### config.mk
export PLATFORM = sky130hd
export DESIGN_NAME = row_median_filter_reflect_flat
export DESIGN_NICKNAME = d
export VERILOG_FILES = /design/src/sv/rmf_pkg.sv /design/src/sv/rmf_if.sv /design/src/sv/row_median_filter_reflect.sv /design/src/sv/rmf_tap_cell.sv /design/src/sv/rmf_rank_cell.sv /design/src/flat_wrapper.sv
export VERILOG_INCLUDE_DIRS = /design/src /design/src/sv
export SDC_FILE = /design/constraint.sdc
export NUM_CORES = 2
export LEC_CHECK = 0
export ABC_AREA = 1
export BUFFER_PORTS_ARGS = -buffer_cell sky130_fd_sc_hd__clkbuf_2
export CAP_MARGIN = 25
export CORE_MARGIN = 1.5
export CORE_UTILIZATION = 30
export CTS_BUF_LIST = sky130_fd_sc_hd__clkbuf_4 sky130_fd_sc_hd__clkbuf_8 sky130_fd_sc_hd__clkbuf_16
export CTS_CLUSTER_SIZE = 20
export DETAILED_ROUTE_END_ITERATION = 8
export GPL_TIMING_DRIVEN = 0
export HOLD_SLACK_MARGIN = 0.15
export SLEW_MARGIN = 0
export SYNTH_ARGS = -nofsm -noshare
export SYNTH_HDL_FRONTEND = slang
export SYNTH_SLANG_ARGS = --single-unit
### constraint.sdc
create_clock -name clk -period 36.9 [get_ports clk]
set_input_delay 3.69 -clock clk [delete_from_list [all_inputs] [get_ports clk]]
set_output_delay 3.69 -clock clk [all_outputs]
set_load 0.03 [all_outputs]
### src/sv/assert_macros.svh
// Assertion macros shared by the row median filter RTL.
`ifndef ASSERT_MACROS_SVH
`define ASSERT_MACROS_SVH

`ifndef ASSERT_OFF

// Check a property on every rising edge while reset is released.
`define RMF_ASSERT(label, clk, rst_n, prop) \
  label: assert property (@(posedge clk) disable iff (!rst_n) prop) \
    else $error("%m: assertion failed");

// Check a property on every rising edge, reset included.
`define RMF_ASSERT_ALWAYS(label, clk, prop) \
  label: assert property (@(posedge clk) prop) \
    else $error("%m: assertion failed");

`else

`define RMF_ASSERT(label, clk, rst_n, prop)
`define RMF_ASSERT_ALWAYS(label, clk, prop)

`endif

`endif

### src/sv/rmf_pkg.sv
// Shared constants and window tap function for the row median filter.
`timescale 1ns / 1ps
`default_nettype none

package rmf_pkg;

  localparam int DATA_W      = 32;
  localparam int WINDOW_DEF  = 7;
  localparam int MAX_ROW_DEF = 2048;
  localparam int POS_W_DEF   = 11;
  // Wide enough for tap arithmetic at any window up to 15 taps.
  localparam int TAP_W       = 5;

  // History tap feeding window slot j. q is the newest position clipped at
  // twice the half window, k the distance from the newest position to the
  // window centre. Mirror about either row end, then clamp into the row.
  function automatic logic [TAP_W-1:0] win_tap(input logic [TAP_W-1:0] q,
                                               input logic [TAP_W-1:0] k,
                                               input logic [TAP_W-1:0] j,
                                               input logic [TAP_W-1:0] half,
                                               input logic [TAP_W-1:0] wlast);
    logic signed [TAP_W+2:0] qs;
    logic signed [TAP_W+2:0] idx;
    logic signed [TAP_W+2:0] d;
    qs  = signed'({3'b000, q});
    idx = qs - signed'({3'b000, k}) + signed'({3'b000, j}) - signed'({3'b000, half});
    if (idx < 0) idx = -idx;
    if (idx > qs) idx = (qs <<< 1) - idx;
    if (idx < 0) idx = '0;
    if (idx > qs) idx = qs;
    d = qs - idx;
    if (d > signed'({3'b000, wlast})) d = signed'({3'b000, wlast});
    return d[TAP_W-1:0];
  endfunction

endpackage

`default_nettype wire

### src/sv/rmf_if.sv
// Valid/ready stream interfaces for the sample and median channels.
`timescale 1ns / 1ps
`default_nettype none

interface rmf_in_if;
  logic                              valid;
  logic                              ready;
  logic signed [rmf_pkg::DATA_W-1:0] sample;
  logic                              row_end;

  modport source (output valid, output sample, output row_end, input ready);
  modport sink   (input valid, input sample, input row_end, output ready);
endinterface

interface rmf_out_if #(
  parameter int POS_W = rmf_pkg::POS_W_DEF
);
  logic                              valid;
  logic                              ready;
  logic signed [rmf_pkg::DATA_W-1:0] median_value;
  logic        [POS_W-1:0]           out_position;
  logic                              row_last;

  modport source (output valid, output median_value, output out_position,
                  output row_last, input ready);
  modport sink   (input valid, input median_value, input out_position,
                  input row_last, output ready);
endinterface

`default_nettype wire

### src/sv/row_median_filter_reflect.sv
// Top level of the streaming row median filter with mirrored row ends.
//
// Usage: samples of a row enter on in_ch, one per transfer, the last one
// of the row with row_end set. Each median leaves on out_ch with its row
// position (saturating at MAX_ROW-1) and row_last on the final median of
// the row. The window is WINDOW taps centred on the position; taps past
// either row end are mirrored about the end sample.
// Throughput: one sample per cycle unless a stall or row end flush holds
// the issue stage. A sample at position WINDOW/2 or later yields one
// median. A row_end sample yields min(position, WINDOW/2) + 1 medians,
// one per cycle unless out_ch stalls, from the single issue stage that
// reads the history chain; in_ch.ready stays low until the last of them
// has been issued. A median is registered in the issue, window gather,
// rank and output stages after the transfer of the sample that makes it.
// Reset (rst_n low at a clock edge) empties the pipeline and returns the
// row position to zero; no clearing pass is needed.
// Stall: the output register holds its result while out_ch.ready is low;
// the earlier stages keep filling until the pipeline is full.
`timescale 1ns / 1ps
`default_nettype none

`include "assert_macros.svh"

module row_median_filter_reflect #(
  parameter int WINDOW  = rmf_pkg::WINDOW_DEF,
  parameter int MAX_ROW = rmf_pkg::MAX_ROW_DEF
) (
  input wire logic  clk,
  input wire logic  rst_n,
  rmf_in_if.sink    in_ch,
  rmf_out_if.source out_ch
);

  localparam int DW    = rmf_pkg::DATA_W;
  localparam int TW    = rmf_pkg::TAP_W;
  localparam int H     = WINDOW / 2;
  localparam int PMAX  = MAX_ROW - 1 + WINDOW;
  localparam int PCW   = $clog2(PMAX + 1);
  localparam int QW    = $clog2(2 * H + 1);
  localparam int KW    = $clog2(H + 1);
  localparam int IW    = $clog2(WINDOW);
  localparam int POS_W = $clog2(MAX_ROW);

  // ---------------------------------------------------------------- input
  logic in_xfer;
  logic p_ge_h;
  logic g_load;

  logic [PCW-1:0] pos_cnt_r, pos_cnt_nxt;

  // Issue stage
  logic           v_g_r, v_g_nxt;
  logic [KW-1:0]  k_g_r, k_g_nxt;
  logic [QW-1:0]  q_g_r, q_g_nxt;
  logic [PCW-1:0] p_g_r, p_g_nxt;
  logic           end_g_r, end_g_nxt;
  logic           g_fin, g_issue, g_done, g_free;

  // Gather, rank and output stages
  logic v_a_r, v_a_nxt, a_free, a_move;
  logic v_b_r, v_b_nxt, b_free, b_move;
  logic v_o_r, v_o_nxt, o_free;

  logic signed [DW-1:0] hist [WINDOW];
  logic [IW-1:0]        tap_sel [WINDOW];
  logic [PCW-1:0]       a_g;
  logic [POS_W-1:0]     pos_g;

  logic signed [DW-1:0] win_a_r [WINDOW];
  logic [POS_W-1:0]     pos_a_r;
  logic                 last_a_r;

  logic signed [DW-1:0] win_b_r [WINDOW];
  logic [WINDOW-1:0]    sel_b_r;
  logic [POS_W-1:0]     pos_b_r;
  logic                 last_b_r;
  logic signed [DW-1:0] med_b;

  logic signed [DW-1:0] med_o_r;
  logic [POS_W-1:0]     pos_o_r;
  logic                 last_o_r;

  assign in_xfer = in_ch.valid && in_ch.ready;
  assign p_ge_h  = (pos_cnt_r >= PCW'(H));
  assign g_load  = in_ch.row_end || p_ge_h;

  // --------------------------------------------------------- flow control
  assign o_free  = !v_o_r || out_ch.ready;
  assign b_free  = !v_b_r || o_free;
  assign b_move  = v_b_r && o_free;
  assign a_free  = !v_a_r || b_free;
  assign a_move  = v_a_r && b_free;
  assign g_fin   = !end_g_r || (k_g_r == '0);
  assign g_issue = v_g_r && a_free;
  assign g_done  = g_issue && g_fin;
  assign g_free  = !v_g_r || g_done;

  // Hold the history still until the issue stage has read its last window.
  assign in_ch.ready = g_free;

  // ------------------------------------------------------- history chain
  for (genvar i = 0; i < WINDOW; i++) begin : g_tap
    if (i == 0) begin : g_head
      rmf_tap_cell u_cell (
        .clk      (clk),
        .shift_en (in_xfer),
        .d_in     (in_ch.sample),
        .value_r  (hist[i])
      );
    end else begin : g_body
      rmf_tap_cell u_cell (
        .clk      (clk),
        .shift_en (in_xfer),
        .d_in     (hist[i-1]),
        .value_r  (hist[i])
      );
    end
  end

  // ------------------------------------------------- position and issue
  always_comb begin
    pos_cnt_nxt = pos_cnt_r;
    v_g_nxt     = v_g_r;
    k_g_nxt     = k_g_r;
    q_g_nxt     = q_g_r;
    p_g_nxt     = p_g_r;
    end_g_nxt   = end_g_r;
    if (in_xfer) begin
      if (in_ch.row_end) begin
        pos_cnt_nxt = '0;
      end else if (pos_cnt_r != PCW'(PMAX)) begin
        pos_cnt_nxt = pos_cnt_r + PCW'(1);
      end
      v_g_nxt   = g_load;
      k_g_nxt   = p_ge_h || !in_ch.row_end ? KW'(H) : pos_cnt_r[KW-1:0];
      q_g_nxt   = (pos_cnt_r >= PCW'(2 * H)) ? QW'(2 * H) : pos_cnt_r[QW-1:0];
      p_g_nxt   = pos_cnt_r;
      end_g_nxt = in_ch.row_end;
    end else if (g_done) begin
      v_g_nxt = 1'b0;
    end else if (g_issue) begin
      k_g_nxt = k_g_r - KW'(1);
    end
  end

  always_ff @(posedge clk) begin
    if (!rst_n) begin
      pos_cnt_r <= '0;
      v_g_r     <= 1'b0;
    end else begin
      pos_cnt_r <= pos_cnt_nxt;
      v_g_r     <= v_g_nxt;
    end
  end

  always_ff @(posedge clk) begin
    k_g_r   <= k_g_nxt;
    q_g_r   <= q_g_nxt;
    p_g_r   <= p_g_nxt;
    end_g_r <= end_g_nxt;
  end

  // -------------------------------------------------------- window gather
  always_comb begin
    for (int j = 0; j < WINDOW; j++) begin
      tap_sel[j] = IW'(rmf_pkg::win_tap(TW'(q_g_r), TW'(k_g_r), TW'(j),
                                        TW'(H), TW'(WINDOW - 1)));
    end
    a_g   = p_g_r - PCW'(k_g_r);
    pos_g = (a_g > PCW'(MAX_ROW - 1)) ? POS_W'(MAX_ROW - 1) : a_g[POS_W-1:0];
  end

  always_ff @(posedge clk) begin
    if (g_issue) begin
      for (int j = 0; j < WINDOW; j++) begin
        win_a_r[j] <= hist[tap_sel[j]];
      end
      pos_a_r  <= pos_g;
      last_a_r <= end_g_r && (k_g_r == '0);
    end
  end

  // ----------------------------------------------------------- rank cells
  for (genvar j = 0; j < WINDOW; j++) begin : g_rank
    rmf_rank_cell #(
      .WINDOW (WINDOW),
      .SLOT   (j)
    ) u_rank (
      .clk     (clk),
      .load_en (a_move),
      .win     (win_a_r),
      .sel_r   (sel_b_r[j])
    );
  end

  always_ff @(posedge clk) begin
    if (a_move) begin
      win_b_r  <= win_a_r;
      pos_b_r  <= pos_a_r;
      last_b_r <= last_a_r;
    end
  end

  // ------------------------------------------------------- output register
  always_comb begin
    med_b = '0;
    for (int j = 0; j < WINDOW; j++) begin
      if (sel_b_r[j]) begin
        med_b = med_b | win_b_r[j];
      end
    end
  end

  always_ff @(posedge clk) begin
    if (b_move) begin
      med_o_r  <= med_b;
      pos_o_r  <= pos_b_r;
      last_o_r <= last_b_r;
    end
  end

  always_comb begin
    v_a_nxt = a_free ? v_g_r : v_a_r;
    v_b_nxt = b_free ? v_a_r : v_b_r;
    v_o_nxt = o_free ? v_b_r : v_o_r;
  end

  always_ff @(posedge clk) begin
    if (!rst_n) begin
      v_a_r <= 1'b0;
      v_b_r <= 1'b0;
      v_o_r <= 1'b0;
    end else begin
      v_a_r <= v_a_nxt;
      v_b_r <= v_b_nxt;
      v_o_r <= v_o_nxt;
    end
  end

  assign out_ch.valid        = v_o_r;
  assign out_ch.median_value = med_o_r;
  assign out_ch.out_position = pos_o_r;
  assign out_ch.row_last     = last_o_r;

  // ----------------------------------------------------------- assertions
  `RMF_ASSERT(a_row_end_restarts, clk, rst_n, (in_xfer && in_ch.row_end) |=> (pos_cnt_r == '0))
  `RMF_ASSERT(a_row_end_flushes, clk, rst_n, (in_xfer && in_ch.row_end) |=> (v_g_r && end_g_r))
  `RMF_ASSERT(a_issue_holds, clk, rst_n, (v_g_r && !g_issue) |=> (v_g_r && $stable(k_g_r)))
  `RMF_ASSERT(a_one_median, clk, rst_n, v_b_r |-> $onehot(sel_b_r))
  `RMF_ASSERT_ALWAYS(a_reset_empties, clk, !rst_n |=> !out_ch.valid)

endmodule

`default_nettype wire

### src/sv/rmf_tap_cell.sv
// One history cell: holds a sample and passes it on at each shift.
`timescale 1ns / 1ps
`default_nettype none

module rmf_tap_cell (
  input  wire logic                              clk,
  input  wire logic                              shift_en,
  input  wire logic signed [rmf_pkg::DATA_W-1:0] d_in,
  output logic signed      [rmf_pkg::DATA_W-1:0] value_r
);

  logic signed [rmf_pkg::DATA_W-1:0] value_nxt;

  assign value_nxt = shift_en ? d_in : value_r;

  always_ff @(posedge clk) begin
    value_r <= value_nxt;
  end

endmodule

`default_nettype wire

### src/sv/rmf_rank_cell.sv
// One window slot: ranks its sample against the others and flags the median.
`timescale 1ns / 1ps
`default_nettype none

module rmf_rank_cell #(
  parameter int WINDOW = rmf_pkg::WINDOW_DEF,
  parameter int SLOT   = 0
) (
  input  wire logic                              clk,
  input  wire logic                              load_en,
  input  wire logic signed [rmf_pkg::DATA_W-1:0] win [WINDOW],
  output logic                                   sel_r
);

  localparam int RW   = $clog2(WINDOW);
  localparam int HALF = WINDOW / 2;

  logic [RW-1:0] below;
  logic          sel_nxt;

  // Equal samples are ordered by slot so exactly one slot holds each rank.
  always_comb begin
    below = '0;
    for (int i = 0; i < WINDOW; i++) begin
      if (i != SLOT) begin
        if ((win[i] < win[SLOT]) || ((i < SLOT) && (win[i] == win[SLOT]))) begin
          below = below + RW'(1);
        end
      end
    end
    sel_nxt = (below == RW'(HALF));
  end

  always_ff @(posedge clk) begin
    if (load_en) begin
      sel_r <= sel_nxt;
    end
  end

endmodule

`default_nettype wire
### src/flat_wrapper.sv
// flat-port wrapper written by rule: the top's interface ports become plain ports
module row_median_filter_reflect_flat 
#(
  parameter int WINDOW  = rmf_pkg::WINDOW_DEF,
  parameter int MAX_ROW = rmf_pkg::MAX_ROW_DEF
)
  (clk, rst_n, in_ch_valid, in_ch_sample, in_ch_row_end, in_ch_ready, out_ch_valid, out_ch_median_value, out_ch_out_position, out_ch_row_last, out_ch_ready);
  rmf_in_if in_ch_i ();
  rmf_out_if out_ch_i ();
  input wire logic clk;
  input wire logic rst_n;
  input wire logic [$bits(in_ch_i.valid)-1:0] in_ch_valid;
  input wire logic [$bits(in_ch_i.sample)-1:0] in_ch_sample;
  input wire logic [$bits(in_ch_i.row_end)-1:0] in_ch_row_end;
  output wire logic [$bits(in_ch_i.ready)-1:0] in_ch_ready;
  output wire logic [$bits(out_ch_i.valid)-1:0] out_ch_valid;
  output wire logic [$bits(out_ch_i.median_value)-1:0] out_ch_median_value;
  output wire logic [$bits(out_ch_i.out_position)-1:0] out_ch_out_position;
  output wire logic [$bits(out_ch_i.row_last)-1:0] out_ch_row_last;
  input wire logic [$bits(out_ch_i.ready)-1:0] out_ch_ready;
  assign in_ch_i.valid = in_ch_valid;
  assign in_ch_i.sample = in_ch_sample;
  assign in_ch_i.row_end = in_ch_row_end;
  assign in_ch_ready = in_ch_i.ready;
  assign out_ch_valid = out_ch_i.valid;
  assign out_ch_median_value = out_ch_i.median_value;
  assign out_ch_out_position = out_ch_i.out_position;
  assign out_ch_row_last = out_ch_i.row_last;
  assign out_ch_i.ready = out_ch_ready;
  row_median_filter_reflect #(.WINDOW(WINDOW), .MAX_ROW(MAX_ROW)) u_core (.clk(clk), .rst_n(rst_n), .in_ch(in_ch_i), .out_ch(out_ch_i));
endmodule
==> Word level (Yosys, flattened, before mapping) <==
Cells that the tools add are included.
{ "word_totals": {"word_cells": 406, "ff_bits": 781} }
{ "classes": {"n_bitwise": 13, "addsub": 73, "reduce_logical": 46, "n_lt_le_gt_ge": 87, "eq_ne": 30, "muxes": 113} }
{ "op_table": {"columns": ["operator", "count"], "rows": [
  ["32-bit less-than comparator", 42],
  ["32-bit binary-select mux with 3-bit select", 7],
  ["32-bit equality test", 21],
  ["32-bit two-way mux", 21],
  ["8-bit two-way mux", 28],
  ["32-bit OR", 6],
  ["3-bit two-way mux", 42],
  ["8-bit by 4-bit > comparator with 1-bit output", 14],
  ["8-bit by 1-bit less-than comparator with 1-bit output, second input constant", 14],
  ["3-bit by 1-bit adder with 3-bit output, second input constant", 28],
  ["8-bit by 4-bit > comparator with 1-bit output, second input constant", 7],
  ["8-bit negator", 7],
  ["4-bit by 8-bit subtractor with 8-bit output", 7],
  ["5-bit by 8-bit subtractor with 8-bit output", 7],
  ["8-bit by 3-bit subtractor with 8-bit output, second input constant", 6],
  ["4-bit greater-or-equal comparator, second input constant", 7],
  ["1-bit logical OR", 28],
  ["3-bit inverter with 4-bit output", 7],
  ["12-bit two-way mux", 2],
  ["3-bit by 2-bit equality test with 1-bit output, second input constant", 7],
  ["4-bit by 4-bit adder with 5-bit output, second input constant", 3],
  ["1-bit by 1-bit adder with 2-bit output, second input constant", 7],
  ["12-bit by 1-bit adder with 12-bit output, second input constant", 1],
  ["12-bit by 2-bit greater-or-equal comparator with 1-bit output, second input constant", 1],
  ["17 further kinds", 42]
]} }

==> Depth between registers and ports, before layout <==
{ "logic_depth": {"word_depth": 18, "depth_mapped": 48, "mapped_depth_nobuf": 47} }

==> Modules after synthesis <==
A second synthesis with hierarchy kept.
{ "hier_totals": {"cells_unflattened": 9327, "hier_area_um2": 75542.5} }
{ "modules_own_cells": {"columns": ["mod", "cells_each", "n_inst", "area_per_inst_um2", "seq_area_each_um2"], "rows": [
  ["row_median_filter_reflect", 4260, 1, 35414.0, 16355.7],
  ["rmf_tap_cell", 32, 7, 960.9, 960.9],
  ["rmf_rank_cell (u_core.g_rank[6].u_rank)", 741, 1, 4977.3, 30.0],
  ["rmf_rank_cell (u_core.g_rank[5].u_rank)", 704, 1, 4867.2, 30.0],
  ["rmf_rank_cell (u_core.g_rank[3].u_rank)", 688, 1, 4789.6, 30.0],
  ["rmf_rank_cell (u_core.g_rank[4].u_rank)", 691, 1, 4765.8, 30.0],
  ["rmf_rank_cell (u_core.g_rank[2].u_rank)", 683, 1, 4709.5, 30.0],
  ["rmf_rank_cell (u_core.g_rank[1].u_rank)", 675, 1, 4678.2, 30.0],
  ["rmf_rank_cell (u_core.g_rank[0].u_rank)", 661, 1, 4614.4, 30.0]
]} }

==> Worst setup path after synthesis <==
Ideal clock, no wire load.
{ "synth_timing": {"path_kind": "input port to flip-flop", "startpoint": "in out_ch_ready", "endpoint": "reg u_core.end_g_r (enable)", "path_buffers": 0, "setup_time_ns": 0.590, "slack_ns": 22.210, "arrival_time_ns": 14.101, "path_stages": 10, "path_cell_list": "inv_1 -> nand2_1 -> nor2_1 -> nand2_1 -> nand2_1 -> inv_1 -> o21ai_1 -> nand2_1 -> nand2_2 -> inv_1"} }
{ "synth_between": {"elab_chain_len": 7} }
{ "synth_lines": {"columns": ["item", "line_no", "rtl"], "rows": [
  ["from (decl)", "flat_wrapper.sv:20", "input wire logic [$bits(out_ch_i.ready)-1:0] out_ch_ready;"],
  ["1-bit logical OR", "row_median_filter_reflect.sv:88", "assign o_free = !v_o_r || out_ch.ready;"],
  ["1-bit logical OR", "row_median_filter_reflect.sv:89", "assign b_free = !v_b_r || o_free;"],
  ["1-bit logical OR", "row_median_filter_reflect.sv:91", "assign a_free = !v_a_r || b_free;"],
  ["1-bit logical AND", "row_median_filter_reflect.sv:94", "assign g_issue = v_g_r && a_free;"],
  ["via u_core.g_issue", "row_median_filter_reflect.sv:57", "logic g_fin, g_issue, g_done, g_free;"],
  ["1-bit logical AND", "row_median_filter_reflect.sv:95", "assign g_done = g_issue && g_fin;"],
  ["1-bit logical OR", "row_median_filter_reflect.sv:96", "assign g_free = !v_g_r || g_done;"],
  ["via in_ch_ready", "flat_wrapper.sv:15", "output wire logic [$bits(in_ch_i.ready)-1:0] in_ch_ready;"],
  ["1-bit logical AND", "row_median_filter_reflect.sv:83", "assign in_xfer = in_ch.valid && in_ch.ready;"],
  ["via u_core.g_tap[0].g_head.u_cell.shift_en", "rmf_tap_cell.sv:7", "input wire logic shift_en,"],
  ["to (signal assigned)", "row_median_filter_reflect.sv:160", "end_g_r <= end_g_nxt;"],
  ["to (decl)", "row_median_filter_reflect.sv:56", "logic end_g_r, end_g_nxt;"]
]} }
The timed path passes the listed nets, and every way through them passes these cells.
A chain may end at the register's enable or synchronous reset.

==> Worst setup path after layout <==
{ "layout_timing": {"startpoint": "reg u_core.q_g_r[0]", "endpoint": "reg u_core.win_a_r[67] (netlist name) (data pin)"} }
{ "layout_between": {"elab_chain_len": 18} }
{ "layout_lines": {"columns": ["item", "line_no", "rtl"], "rows": [
  ["from (decl)", "row_median_filter_reflect.sv:54", "logic [QW-1:0] q_g_r, q_g_nxt;"],
  ["from (signal assigned)", "row_median_filter_reflect.sv:158", "q_g_r <= q_g_nxt;"],
  ["3-bit by 2-bit subtractor with 4-bit output", "rmf_pkg.sv:26", "idx = qs - signed'({3'b000, k}) + signed'({3'b000, j}) - signed'({3'b000, half});"],
  ["4-bit by 4-bit adder with 5-bit output", "rmf_pkg.sv:26", null],
  ["8-bit by 3-bit subtractor with 8-bit output", "rmf_pkg.sv:26", null],
  ["8-bit negator or 8-bit by 1-bit less-than comparator with 1-bit output (tied branches)", "rmf_pkg.sv:27", "if (idx < 0) idx = -idx;"],
  ["8-bit two-way mux", "rmf_pkg.sv:27", null],
  ["5-bit by 8-bit subtractor with 8-bit output or 8-bit by 4-bit > comparator with 1-bit output (tied branches)", "rmf_pkg.sv:28", "if (idx > qs) idx = (qs <<< 1) - idx;"],
  ["8-bit two-way mux", "rmf_pkg.sv:28", null],
  ["8-bit by 1-bit less-than comparator with 1-bit output", "rmf_pkg.sv:29", "if (idx < 0) idx = '0;"],
  ["8-bit two-way mux", "rmf_pkg.sv:29", null],
  ["8-bit by 4-bit > comparator with 1-bit output", "rmf_pkg.sv:30", "if (idx > qs) idx = qs;"],
  ["8-bit two-way mux", "rmf_pkg.sv:30", null],
  ["4-bit by 8-bit subtractor with 8-bit output *", "rmf_pkg.sv:31", "d = qs - idx;"],
  ["8-bit by 4-bit > comparator with 1-bit output", "rmf_pkg.sv:32", "if (d > signed'({3'b000, wlast})) d = signed'({3'b000, wlast});"],
  ["3-bit two-way mux *", "rmf_pkg.sv:32", null],
  ["3-bit inverter with 4-bit output (not written as such) *", "row_median_filter_reflect.sv:176", "win_a_r[j] <= hist[tap_sel[j]];"],
  ["32-bit binary-select mux with 3-bit select *", "row_median_filter_reflect.sv:176", null],
  ["32-bit two-way mux (not written as such) * (2 in a row)", "row_median_filter_reflect.sv:176", null],
  ["to (signal, indexed assignment)", "row_median_filter_reflect.sv:176", null],
  ["to (decl)", "row_median_filter_reflect.sv:69", "logic signed [DW-1:0] win_a_r [WINDOW];"]
]} }
Mark *: on every way between the ends. The rest lies on a longest branch, timed or not. The select of a mux whose other input is x is not followed.

==> flow_metrics.tcl <==
set metrics [dict create \
    fin_nets 8384 \
    rsz0062_at_grt "no" \
    clk_latency_ps 760 \
    critical_path.max_stage_delay_ps 1000 \
    time_the_final_worst_path_needs_with_i_o_delays_and_setup_ps 11760 \
    drv.max_cap_violation_count 0 \
    vias 57700 \
    std_cell_rows 165 \
    yosys.area_share.simple_pct 18.1 \
    tightestPinTransition_ps 1170 \
    cts-root-to-sink-buffers 3 \
    routabilityCongestion 1.01 \
    outcome "finished, final reports clean" \
    final_min_period_over_clock_period_pct 31.9 \
    fraction_of_final_layout_cells_sized_beyond_drive_strength_1_pct 5.04 \
    wire_per_inst_um 28.0 \
    setup-violations-final 0 \
    design.die.area_um2 205000 \
    fin_setup_tns_ps 0 \
    timing_hold_violations_final 0 \
    timing.clock.skew_ps 37.0 \
    cts_tree "built" \
    net_count_after_synthesis 8166 \
    synth.lib_cells_used.distinct 58 \
    complex_gate_fraction_of_the_synthesized_area_pct 19.2 \
    htreeDepth 3 \
    max_freq_mhz 85.1 \
    chipWidth_um 453 \
    drtPass1Iterations 7 \
    holdBufCountCts 0 \
    number_of_synthesized_register_bits 781 \
    setup.worst_path.class "flop to flop" \
    worstPathMaxFanout 20 \
    cp_common_cell "nand2_1" \
    tritoncts_num_sinks 781 \
    cp_endpoint_kind "flop" \
    port-buffer-count 82 \
    top_level_ports 83 \
    synth_async_sr_flop_share_pct 0 \
    synth-seq-area-share_pct 38.3 \
    synth_cells 7311 \
    global_route.usage.total_pct 27.2 \
    core_um2 202000 \
    final.fill_count 21000 \
    area_growth_pct 12.6 \
    antenna_found_initial 20 \
    synth_xor_xnor_area_share_pct 1.22 \
    drv_slew 0 \
    vias_in_the_first_global_route 53900 \
    tritoncts.num_buffers 92 \
    ctsRootBufferMaster "clkbuf_16" \
    route.antenna.remaining_nets 0 \
    yosys.area_share.adder_pct 17.0 \
    synth-edff-count 765 \
    postSynthAreaPerCell_um2 8.31 \
    cts.repair_timing.setup_buffer_count 0 \
    synthFlopType "edfxtp_1" \
    critical_path_arrival_ps 12200 \
    setup.worst_path.start_class "flop" \
    clkSlewWorstSetupHoldPaths_ps 70 \
    initial_core_util_pct 30.1 \
    detailed_place_hpwl_um 229000 \
    maxSlewHeadroom_pct 21.8 \
    worst-endpoint-required_ps 37340 \
    grt_overflow_total 0 \
    mean_number_of_vias_per_cell 5.61 \
    synth_top_family_by_area "compound AO/OA/AOI/OAI gates" \
    worstHoldPathType "flop to flop" \
    yosysWarningCount 0 \
    grt_start_max_net_pins 143 \
    cpMaxStageDelayCell "edfxtp_1" \
    postCtsResizedCells 0 \
    drt_wl_total_um 288000 \
    netlist_area_um2 60800 \
    grt_pass1_wl_um 399000 \
    drc 0 \
    initialDrtViolationCount 6225 \
    die_h_um 453 \
    post_synth_mux_area_share_pct 0 \
]
worst paths after layout:
check | cells after the start | to | start | slack [ps]
setup / recovery | 42 | u_core.win_a_r[67] | u_core.q_g_r[0] | 25140
hold / removal | 0 | u_core.out_ch.out_position[3] | u_core.pos_b_r[3] | 410
setup reg to reg | 42 | u_core.win_a_r[67] | u_core.q_g_r[0] | 25140
hold reg to reg | 0 | u_core.out_ch.out_position[3] | u_core.pos_b_r[3] | 410
placed cells by master, fill, tap and decap left out, types with 24 or more instances in the layout:
master,n
a21oi_1,600
a221oi_1,33
a22o_1,32
a31oi_1,235
buf_1,29
buf_8,28
clkbuf_1,302
clkbuf_16,94
clkbuf_2,82
edfxtp_1,765
ha_1,805
inv_1,657
nand2_1,1211
nand2_2,25
nand3_1,428
nand4_1,109
nor2_1,659
nor3_1,54
nor4_1,24
o211ai_1,235
o21ai_0,834
xor2_1,36
per-stage QoR:
step	hold slack [ps]	area (um2)	utilization [%]	cells	setup WS (ps)
2_1_floorplan	400	60800	-	7311	22210
3_3_place_gp	406	64500	32.0	10100	17610
3_5_place_dp	405	65200	32.3	10100	25430
4_1_cts	412	68300	33.9	10300	25370
5_1_grt	419	68400	33.9	10300	24570
6_report	411	68400	33.9	10300	25140
layout make-up:
cell class	instances	area, um2	area share, %
repair buffers	124	1130	1.65
clock buffers	106	2440	3.57
plain buffers	334	1270	1.86
well taps	2672	3340	4.89
inverters	670	2540	3.71
flip-flops and latches	781	23300	34.0
diodes	5	12.5	0.0183
multi-input cells	5526	33700	49.3
clock inverters	62	671	0.980
synthesized netlist by cell type, types with 7 or more instances:
cell	number	area [um2]
a21o_1	9	67.6
a21oi_1	601	3010
a221oi_1	33	289
a22o_1	32	280
a31oi_1	235	1470
and2_1	9	56.3
buf_1	29	109
clkbuf_1	302	1130
dfxtp_1	16	320
edfxtp_1	765	23000
fa_1	13	260
ha_1	805	10100
inv_1	660	2480
inv_2	8	30.0
nand2_1	1211	4550
nand2_2	25	156
nand2_4	7	78.8
nand3_1	428	2140
nand3_2	12	120
nand3b_1	19	143
nand4_1	109	682
nor2_1	659	2470
nor3_1	54	270
nor4_1	24	150
o211ai_1	235	1760
o21a_1	22	165
o21ai_0	834	4170
o21ai_1	13	65.1
o21ai_2	10	87.6
o21bai_1	9	67.6
or2_2	9	56.3
xnor2_1	21	184
xor2_1	36	315
flip-flops by register name, indices dropped and copies added (netlist names), 2 cells and up:
signal                              count
u_core.g_rank.u_rank.sel_r              7
u_core.g_tap.g_body.u_cell.value_r    192
u_core.g_tap.g_head.u_cell.value_r     32
u_core.k_g_r                            2
u_core.out_ch.median_value             32
u_core.out_ch.out_position             11
u_core.p_g_r                           12
u_core.pos_a_r                         11
u_core.pos_b_r                         11
u_core.pos_cnt_r                       12
u_core.q_g_r                            3
u_core.win_a_r                        224
u_core.win_b_r                        224
critical path: cells and delay by family (launching register included):
kind	cells	cell delay, ps
AND/OR/NAND/NOR	17	1910
buffers and inverters	13	4450
AO/OA/AOI/OAI	7	2120
flip-flops	1	1000
adder cells (fa/ha/maj)	5	1940
cell families (layout without fill, tap and decap cells):
group | count (synthesis) | after routing
xor+xnor | 69 | 69
flops | 781 | 781
simple gates | 2581 | 2581
buf+inv | 1004 | 1296
other cells | 0 | 5
compound gates | 2058 | 2058
fa+ha+maj | 818 | 818
layer usage:
layer  track usage [%]  wire (um)  share of wire, %  up-vias
li1                  -          -                 -    26600
met1              36.7     124000                43    27900
met2              42.9     128000                44     2686
met3              4.60      22000               7.6      503
met4              11.3      13500               4.7       14
met5                 0         98             0.034        -
Power is left out: the tool's default activity adds up to more than one toggle a clock period on the data nets, which glitch-free logic cannot reach.
